<file path="config.mk">
export PLATFORM = sky130hd
export DESIGN_NAME = bfu_ctrl
export DESIGN_NICKNAME = d
export VERILOG_FILES = /design/src/rtl/core/bfu_pkg.sv /design/src/rtl/core/bfu_ctrl.sv
export SDC_FILE = /design/constraint.sdc
export NUM_CORES = 1
export LEC_CHECK = 0
export BUFFER_PORTS_ARGS = -buffer_cell sky130_fd_sc_hd__buf_4
export CORE_MARGIN = 1
export CORE_UTILIZATION = 46
export CTS_CLUSTER_DIAMETER = 150
export DETAILED_ROUTE_END_ITERATION = 10
export HOLD_SLACK_MARGIN = 0.12
export PLACE_DENSITY_LB_ADDON = 0.25
export SYNTH_ARGS = -nofsm -noshare
export SYNTH_HDL_FRONTEND = slang
export SYNTH_SLANG_ARGS = --single-unit
</file>
<file path="constraint.sdc">
create_clock -name clk -period 2.25 [get_ports clk]
set_input_delay 0.45 -clock clk [delete_from_list [all_inputs] [get_ports clk]]
set_output_delay 0.45 -clock clk [all_outputs]
set_load 0.01 [all_outputs]
</file>
<file path="src/rtl/core/bfu_pkg.sv">
package bfu_pkg;

  localparam int NUM_BOIDS_DEF = 64;
  localparam int GROUPS_DEF    = 4;

  localparam int IDXW = 6;
  localparam int FW   = 24;

  localparam int IN_DW  = 104;
  localparam int OUT_DW = 96;

  localparam int CFG_AW = 3;
  localparam int CFG_DW = 13;

  localparam logic [CFG_AW-1:0] REG_SEP_DIV = 3'd0;
  localparam logic [CFG_AW-1:0] REG_ALI_DIV = 3'd1;
  localparam logic [CFG_AW-1:0] REG_COH_DIV = 3'd2;
  localparam logic [CFG_AW-1:0] REG_MAX_SPD = 3'd3;
  localparam logic [CFG_AW-1:0] REG_PERC_R  = 3'd4;
  localparam logic [CFG_AW-1:0] REG_CLOSE_R = 3'd5;
  localparam logic [CFG_AW-1:0] REG_WORLD_W = 3'd6;
  localparam logic [CFG_AW-1:0] REG_WORLD_H = 3'd7;

  localparam logic [9:0]  RST_SEP_DIV = 10'd16;
  localparam logic [9:0]  RST_ALI_DIV = 10'd250;
  localparam logic [9:0]  RST_COH_DIV = 10'd250;
  localparam logic [7:0]  RST_MAX_SPD = 8'd5;
  localparam logic [10:0] RST_PERC_R  = 11'd100;
  localparam logic [10:0] RST_CLOSE_R = 11'd20;
  localparam logic [12:0] RST_WORLD_W = 13'd1280;
  localparam logic [12:0] RST_WORLD_H = 13'd720;

  localparam logic CMD_LOAD   = 1'b0;
  localparam logic CMD_UPDATE = 1'b1;

  localparam int DIV_NW = 41;
  localparam int DIV_DW = 25;
  localparam int SQ_RW  = 24;
  localparam int SQ_SW  = 48;

  typedef enum logic [3:0] {
    OP_SEP_X, OP_SEP_Y, OP_ALI_X, OP_ALI_Y, OP_AVG_X,
    OP_AVG_Y, OP_COH_X, OP_COH_Y, OP_CAP_X, OP_CAP_Y
  } div_op_t;

  typedef enum logic [1:0] {RES_ZERO, RES_LOAD, RES_UPD} res_sel_t;

  typedef struct packed {
    logic            cap_in;
    logic            load_wr;
    logic            upd_wr;
    logic            self_rd;
    logic            self_cap;
    logic            scan_rd;
    logic [IDXW-1:0] scan_k;
    logic            prep;
    logic            div_start;
    div_op_t         div_op;
    logic            vel_upd;
    logic            mul;
    logic            cmp;
    logic            sqrt_start;
    logic            wrap;
    logic            out_load;
    res_sel_t        res_sel;
  } bfu_cmd_t;

  typedef struct packed {
    logic is_update;
    logic in_range;
    logic scan_busy;
    logic any_close;
    logic any_near;
    logic div_busy;
    logic div_done;
    logic sqrt_done;
    logic need_cap;
  } bfu_sts_t;

endpackage

</file>
<file path="src/rtl/core/bfu_ctrl.sv">
module bfu_ctrl #(
  parameter int NUM_BOIDS = 64
) (
  input  logic              clk,
  input  logic              rst,
  input  logic              in_valid,
  output logic              in_ready,
  output logic              out_valid,
  input  logic              out_ready,
  input  bfu_pkg::bfu_sts_t sts,
  output bfu_pkg::bfu_cmd_t cmd
);

  import bfu_pkg::*;

  typedef enum logic [3:0] {
    S_IDLE, S_DECODE, S_SELF_RD, S_SELF_CAP, S_SCAN, S_DRAIN, S_PREP, S_DIV_GO,
    S_DIV_WAIT, S_VEL, S_MUL, S_CMP, S_CHK, S_SQRT_GO, S_SQRT_WAIT, S_FIN
  } state_t;

  state_t          state;
  div_op_t         op;
  res_sel_t        kind;
  logic [IDXW-1:0] k;
  logic            out_free;
  logic            sep_op, near_op;

  assign out_free = !out_valid || out_ready;
  assign in_ready = state == S_IDLE;
  assign sep_op   = (op == OP_SEP_X) || (op == OP_SEP_Y);
  assign near_op  = !sep_op && (op != OP_CAP_X) && (op != OP_CAP_Y);

  function automatic div_op_t next_op(input div_op_t o);
    unique case (o)
      OP_SEP_X: return OP_SEP_Y;
      OP_SEP_Y: return OP_ALI_X;
      OP_ALI_X: return OP_ALI_Y;
      OP_ALI_Y: return OP_AVG_X;
      OP_AVG_X: return OP_AVG_Y;
      OP_AVG_Y: return OP_COH_X;
      OP_COH_X: return OP_COH_Y;
      OP_CAP_X: return OP_CAP_Y;
      default:  return OP_CAP_Y;
    endcase
  endfunction

  always_comb begin
    cmd            = '0;
    cmd.scan_k     = k;
    cmd.div_op     = op;
    cmd.res_sel    = kind;
    cmd.cap_in     = (state == S_IDLE) && in_valid;
    cmd.self_rd    = state == S_SELF_RD;
    cmd.self_cap   = state == S_SELF_CAP;
    cmd.scan_rd    = state == S_SCAN;
    cmd.prep       = state == S_PREP;
    cmd.div_start  = (state == S_DIV_GO) && !(sep_op && !sts.any_close)
                     && !(near_op && !sts.any_near);
    cmd.vel_upd    = state == S_VEL;
    cmd.mul        = state == S_MUL;
    cmd.cmp        = state == S_CMP;
    cmd.sqrt_start = state == S_SQRT_GO;
    // op returns to OP_SEP_X only after the capped velocity is in place
    cmd.wrap       = (state == S_CHK) && (!sts.need_cap || (op == OP_SEP_X));
    cmd.out_load   = (state == S_FIN) && out_free;
    cmd.load_wr    = cmd.out_load && (kind == RES_LOAD);
    cmd.upd_wr     = cmd.out_load && (kind == RES_UPD);
  end

  always_ff @(posedge clk) begin
    if (rst) begin
      state     <= S_IDLE;
      out_valid <= 1'b0;
      op        <= OP_SEP_X;
      kind      <= RES_ZERO;
      k         <= '0;
    end else begin
      if (cmd.out_load) begin
        out_valid <= 1'b1;
      end else if (out_ready) begin
        out_valid <= 1'b0;
      end
      unique case (state)
        S_IDLE: begin
          if (in_valid) begin
            state <= S_DECODE;
          end
        end
        S_DECODE: begin
          if (!sts.in_range) begin
            kind  <= RES_ZERO;
            state <= S_FIN;
          end else if (!sts.is_update) begin
            kind  <= RES_LOAD;
            state <= S_FIN;
          end else begin
            kind  <= RES_UPD;
            state <= S_SELF_RD;
          end
        end
        S_SELF_RD: state <= S_SELF_CAP;
        S_SELF_CAP: begin
          k     <= '0;
          state <= S_SCAN;
        end
        S_SCAN: begin
          if (k == IDXW'(NUM_BOIDS - 1)) begin
            state <= S_DRAIN;
          end else begin
            k <= k + IDXW'(1);
          end
        end
        S_DRAIN: begin
          if (!sts.scan_busy) begin
            state <= S_PREP;
          end
        end
        S_PREP: begin
          op    <= OP_SEP_X;
          state <= S_DIV_GO;
        end
        S_DIV_GO: begin
          priority if (sep_op && !sts.any_close) begin
            op <= OP_ALI_X;
          end else if (near_op && !sts.any_near) begin
            state <= S_VEL;
          end else begin
            state <= S_DIV_WAIT;
          end
        end
        S_DIV_WAIT: begin
          if (sts.div_done) begin
            priority if (op == OP_COH_Y) begin
              state <= S_VEL;
            end else if (op == OP_CAP_Y) begin
              state <= S_CHK;
              op    <= OP_SEP_X;
            end else begin
              op    <= next_op(op);
              state <= S_DIV_GO;
            end
          end
        end
        S_VEL: state <= S_MUL;
        S_MUL: state <= S_CMP;
        S_CMP: state <= S_CHK;
        S_CHK: begin
          if (sts.need_cap && (op != OP_SEP_X)) begin
            state <= S_SQRT_GO;
          end else begin
            state <= S_FIN;
          end
        end
        S_SQRT_GO: state <= S_SQRT_WAIT;
        S_SQRT_WAIT: begin
          if (sts.sqrt_done) begin
            op    <= OP_CAP_X;
            state <= S_DIV_GO;
          end
        end
        S_FIN: begin
          if (out_free) begin
            state <= S_IDLE;
          end
        end
        default: state <= S_IDLE;
      endcase
    end
  end

`ifndef SYNTH
  a_out_no_overrun: assert property (@(posedge clk) disable iff (rst)
    cmd.out_load |-> (!out_valid || out_ready))
    else $error("result overwritten before taken");

  a_div_idle_start: assert property (@(posedge clk) disable iff (rst)
    cmd.div_start |-> !sts.div_busy)
    else $error("divider started while busy");

  a_out_drop: assert property (@(posedge clk) disable iff (rst)
    (out_valid && out_ready && !cmd.out_load) |=> !out_valid)
    else $error("result shown twice");
`endif

endmodule

</file>
# Word level (Yosys, flattened, before mapping)
# Memory sizes are Yosys's and may differ from the RTL's. A register that Yosys moved wholly into a read port is not among the register bits.
# Index checks and enable logic that the tools add are counted.
# op_classes
add_sub_neg,1
div_mod_pow,0
magnitude_cmp,0
shifts,0
n_mul,0
bitwise,0
n_reduce_logical,31
eq_ne,33
mux,28
# ops
cell,n
4-bit 2-to-1 mux,18
4-bit one-hot mux with 16 select lines,1
4-bit equality test (second input constant),9
4-bit by 3-bit equality test with 1-bit output (second input constant),5
2-bit != test (second input constant),8
4-bit one-hot mux with 4 select lines,1
1-bit logical AND,12
6-bit one-hot mux with 2 select lines,1
4-bit by 1-bit equality test with 1-bit output (second input constant),2
4-bit by 2-bit equality test with 1-bit output (second input constant),2
4-bit zero test,2
4-bit != test (second input constant),2
4-bit nonzero test,2
1-bit zero test,7
7-bit AND reduction,1
6-bit by 1-bit adder with 6-bit output (second input constant),1
6-bit equality test (second input constant),1
2-bit 2-to-1 mux,3
6-bit 2-to-1 mux,1
5-bit AND reduction,1
2-bit by 1-bit != test with 1-bit output (second input constant),2
2-bit nonzero test,2
1-bit logical OR,3
1-bit 2-to-1 mux,3
3 further kinds,3
# totals
mem_bits_rw,0
n_memories,1
out_inout_bits,28
mem_bits_ro,64
wordCells,99
latch_bits,0
regBits,17
# mem_list
memory,depth,word_bits,read_ports,rd_ports_with_merged_regs,wr,line,rtl
(name not given),16,4,1,1,0,bfu_ctrl.sv:34,unique case (o)

# Logic depth before layout (Yosys ltp)
# logic_depth
ltp_word,9
mapped_depth,10

# Worst setup path before layout
# OpenSTA, ideal clock, no wires.
# synth_path
kind,register to register
startpoint,register state[1]
endpoint,register (tool-made name)
path_buffers,2
slack_ns,0.028
t_arrival_ns,2.163
required_ns,2.190
stages_incl_launch_ff,10
cell_sequence,dfxtp_1 > buf_2 > or3_1 > a211oi_2 > or3_1 > buf_6 > mux2_4 > ha_1 > nor4_2 > a41o_1
# synth_rtl
item,line,rtl
start: declaration,bfu_ctrl.sv:21,state_t state;
start signal: assignment,bfu_ctrl.sv:72,state <= S_IDLE;
start signal: assignment,bfu_ctrl.sv:86,state <= S_DECODE;
start signal: assignment,bfu_ctrl.sv:92,state <= S_FIN;

==> flow_summary.json <==
{
  "status": "finished clean",
  "crit_arrival_ns": 2.42,
  "drtIter0Drc": 62,
  "syn_area_sq_mm": 0.001338,
  "max_freq_mhz": 462.4,
  "cp_slowest_cell": "or3_1",
  "cts_tree": "yes",
  "ir_drop_v": 0.0008709,
  "syn_inst": 167,
  "startpoint": "state[2]$_SDFFE_PP0P_",
  "num_antenna_cells": 0,
  "gp_congestion": 0.8655,
  "combPwrFrac": 0.576,
  "worst_slack_ns": 0.08755,
  "clock-sinks": 21,
  "ant_nets": 0,
  "finalSetupViolCount": 0,
  "slew_violations": 0,
  "hold_viol": 0,
  "top_layer": "met4",
  "io_buffers": 39,
  "drive_gt1_frac": 0.3699,
  "cellPowerDensity_mw_per_mm2": 889.9,
  "grt_pass1_vias": 1336,
  "rr_startpoint": "state[2]$_SDFFE_PP0P_",
  "synth_top_family_by_area": "simple AND/OR/NAND/NOR gates",
  "synth_edf_count": 0,
  "finalClockSkew_ns": 0.01219,
  "netSwitchingFraction": 0.4189,
  "die_area_sq_mm": 0.003127,
  "worstSkewPairLatency_ns": 0.30,
  "synth_nets": 182,
  "synth_seq_cells": 21,
  "place_area_sq_mm": 0.001760,
  "final_common_cell": "buf_4",
  "finalCriticalPeriod_ns": 2.162,
  "synth_fa_ha_area_frac": 0.01871,
  "core-area_sq_mm": 0.002758,
  "ys_warn_count": 0,
  "leakage_nw": 0.7682,
  "area_growth_pct": 35.45,
  "drt_first_pass_iters": 4,
  "switchingPower_uw": 675.3,
  "yosysSeqAreaShare": 0.3143,
  "num_rows": 19,
  "grt_max_degree": 20,
  "start_kind": "register",
  "multi_input_area_sq_um": 860.8,
  "path_cells": "or3_1 -> a211oi_2 -> or3_4 -> mux2_4 -> ha_1 -> nor4_2 -> a41o_1",
  "r2r_setup_slack_ns": 0.09,
  "cp_max_fo": 4,
  "wl_per_cell_um": 14.18,
  "gr-total-overflow": 0,
  "crit_type": "reg -> reg",
  "wl_met1_um": 1581,
  "fin_area_sq_mm": 0.001812,
  "nFillCells": 236,
  "async_reset_ff_frac": 0,
  "synth-simple-area-share": 0.3452,
  "met3_length_um": 206,
  "nets": 235,
  "ctsLongestPathBuffers": 2,
  "ioPinCount": 41,
  "final_cell_mix": "60 x buf_4, 20 x nor2_1, 18 x dfxtp_1",
  "p_int_uw": 936.9,
  "hp-class": "in -> reg",
  "min-delay-start": "rst",
  "synth_xor_area_frac": 0.01310,
  "pre_cts_slack_ns": -0.1027,
  "num_vias": 1431,
  "synth_cell_type_count": 49,
  "dr_wl_met2_um": 1738,
  "drt-vias-per-instance": 5.724,
  "power.share.sequential": 0.312,
  "avgSynthCellArea_sq_um": 8.009,
  "end_kind": "register",
  "clk_pin_slew_ns": 0.12,
  "cpPeakStageDelay_ns": 0.39,
  "htreeDepth": 1,
  "rr_worst_depth": 7,
  "required_ns": 2.51,
  "period_share": 0.9611,
  "synthMuxAreaShare": 0.03835,
  "synth_compound_area_frac": 0.2123,
  "postCtsHoldBufs": 0,
  "grt_util_all_layers": 0.2340,
  "slew_headroom": 0.7001,
  "hpwl_um": 2772,
  "antenna_found_initial": 0,
  "synthFlopType": "dfxtp_1",
  "p_clk_frac": 0.112,
  "die_h_um": 55.92,
  "drv_cap": 0,
  "die-width_um": 55.92,
  "drt-total-wl_um": 3545,
  "start_util": 0.4850,
  "seq_area_sq_um": 424.2,
  "whs_ns": 0.4522,
  "worstMarginPinSlew_ns": 0.4482,
  "p_total_mw": 1.612,
  "numCtsBuffers": 3,
  "cts_setup_buffers": 0,
  "drc": 0,
  "grt_pass1_wl_um": 5906,
  "cts_root_buffer": "clkbuf_4"
}
logic make-up (layout without fill, tap and decap cells):
logic type,after synthesis,count (layout)
adders and majority gates,2,2
and+or+nand+nor,81,81
muxes,4,4
buffers and inverters,15,67
DFF,21,21
AOI/OAI and AO/OA,42,42
xor gates and xnor gates,2,2
power groups by stage:
stage | clock network [mW] | registers [mW] | logic [mW]
global placement | 0 | 0.503 | 0.883
CTS | 0.184 | 0.502 | 0.917
floorplan | 0 | 0.474 | 0.622
detailed placement | 0 | 0.506 | 0.913
finish | 0.180 | 0.503 | 0.929
global route | 0.198 | 0.515 | 1.03
cell type report:
cell class	count	area share
multi-input combinational	131	0.4751
clock buffer	4	0.01450
tap	31	0.02141
inverter	3	0.006215
sequential	21	0.2341
timing repair buffer	60	0.2486
synthesized netlist by cell type (4+ instances only):
cell,n,area (sq um)
nor4_1,5,31.28
nand3_1,8,40.04
or3_1,4,25.02
nand2_1,11,41.29
clkbuf_1,7,26.28
nand2b_1,5,31.28
nor3b_1,4,30.03
o21ai_0,5,25.02
nor2_1,20,75.07
nor3_1,5,25.02
dfxtp_1,21,420.4
a21oi_1,16,80.08
critical path, delay by kind of cell (launching register included):
family	cells	cell delay, ns
simple gates	3	0.84
compound gates	2	0.39
mux	1	0.32
flops	1	0.37
fa+ha+maj	1	0.19
worst min path at each step:
stage / depth (start not counted) / slack (ns) / to
after detailed placement: 2 / 0.51 / k[4]$_SDFFE_PP0P_
final: 2 / 0.45 / op[0]$_SDFFE_PP0N_
after floorplan: 2 / 0.51 / k[4]$_SDFFE_PP0P_
after CTS: 2 / 0.45 / state[3]$_SDFFE_PP0P_
after global routing: 2 / 0.45 / state[3]$_SDFFE_PP0P_
after global placement: 2 / 0.48 / k[4]$_SDFFE_PP0P_
what timing repair did:
item,4_1_cts,5_1_grt
gates cloned,0,0
gates resized for setup,3,5
setup endpoints to repair,3,2
metrics by stage:
step / utilization / std cells / TNS [ns]
after floorplan: - / 167 / 0
after global placement: 0.6384 / 246 / -0.04011
after detailed placement: 0.6384 / 246 / -0.1027
after CTS: 0.6493 / 250 / 0
after global routing: 0.6570 / 250 / -0.0006932
final: 0.6570 / 250 / 0
per-layer routing:
layer,up-vias,track usage
met5,-,0
met4,0,0.05226
met3,2,0.03023
met2,58,0.4165
met1,654,0.3019
li1,717,-
Note: power is estimated with default switching activity, not from simulation.
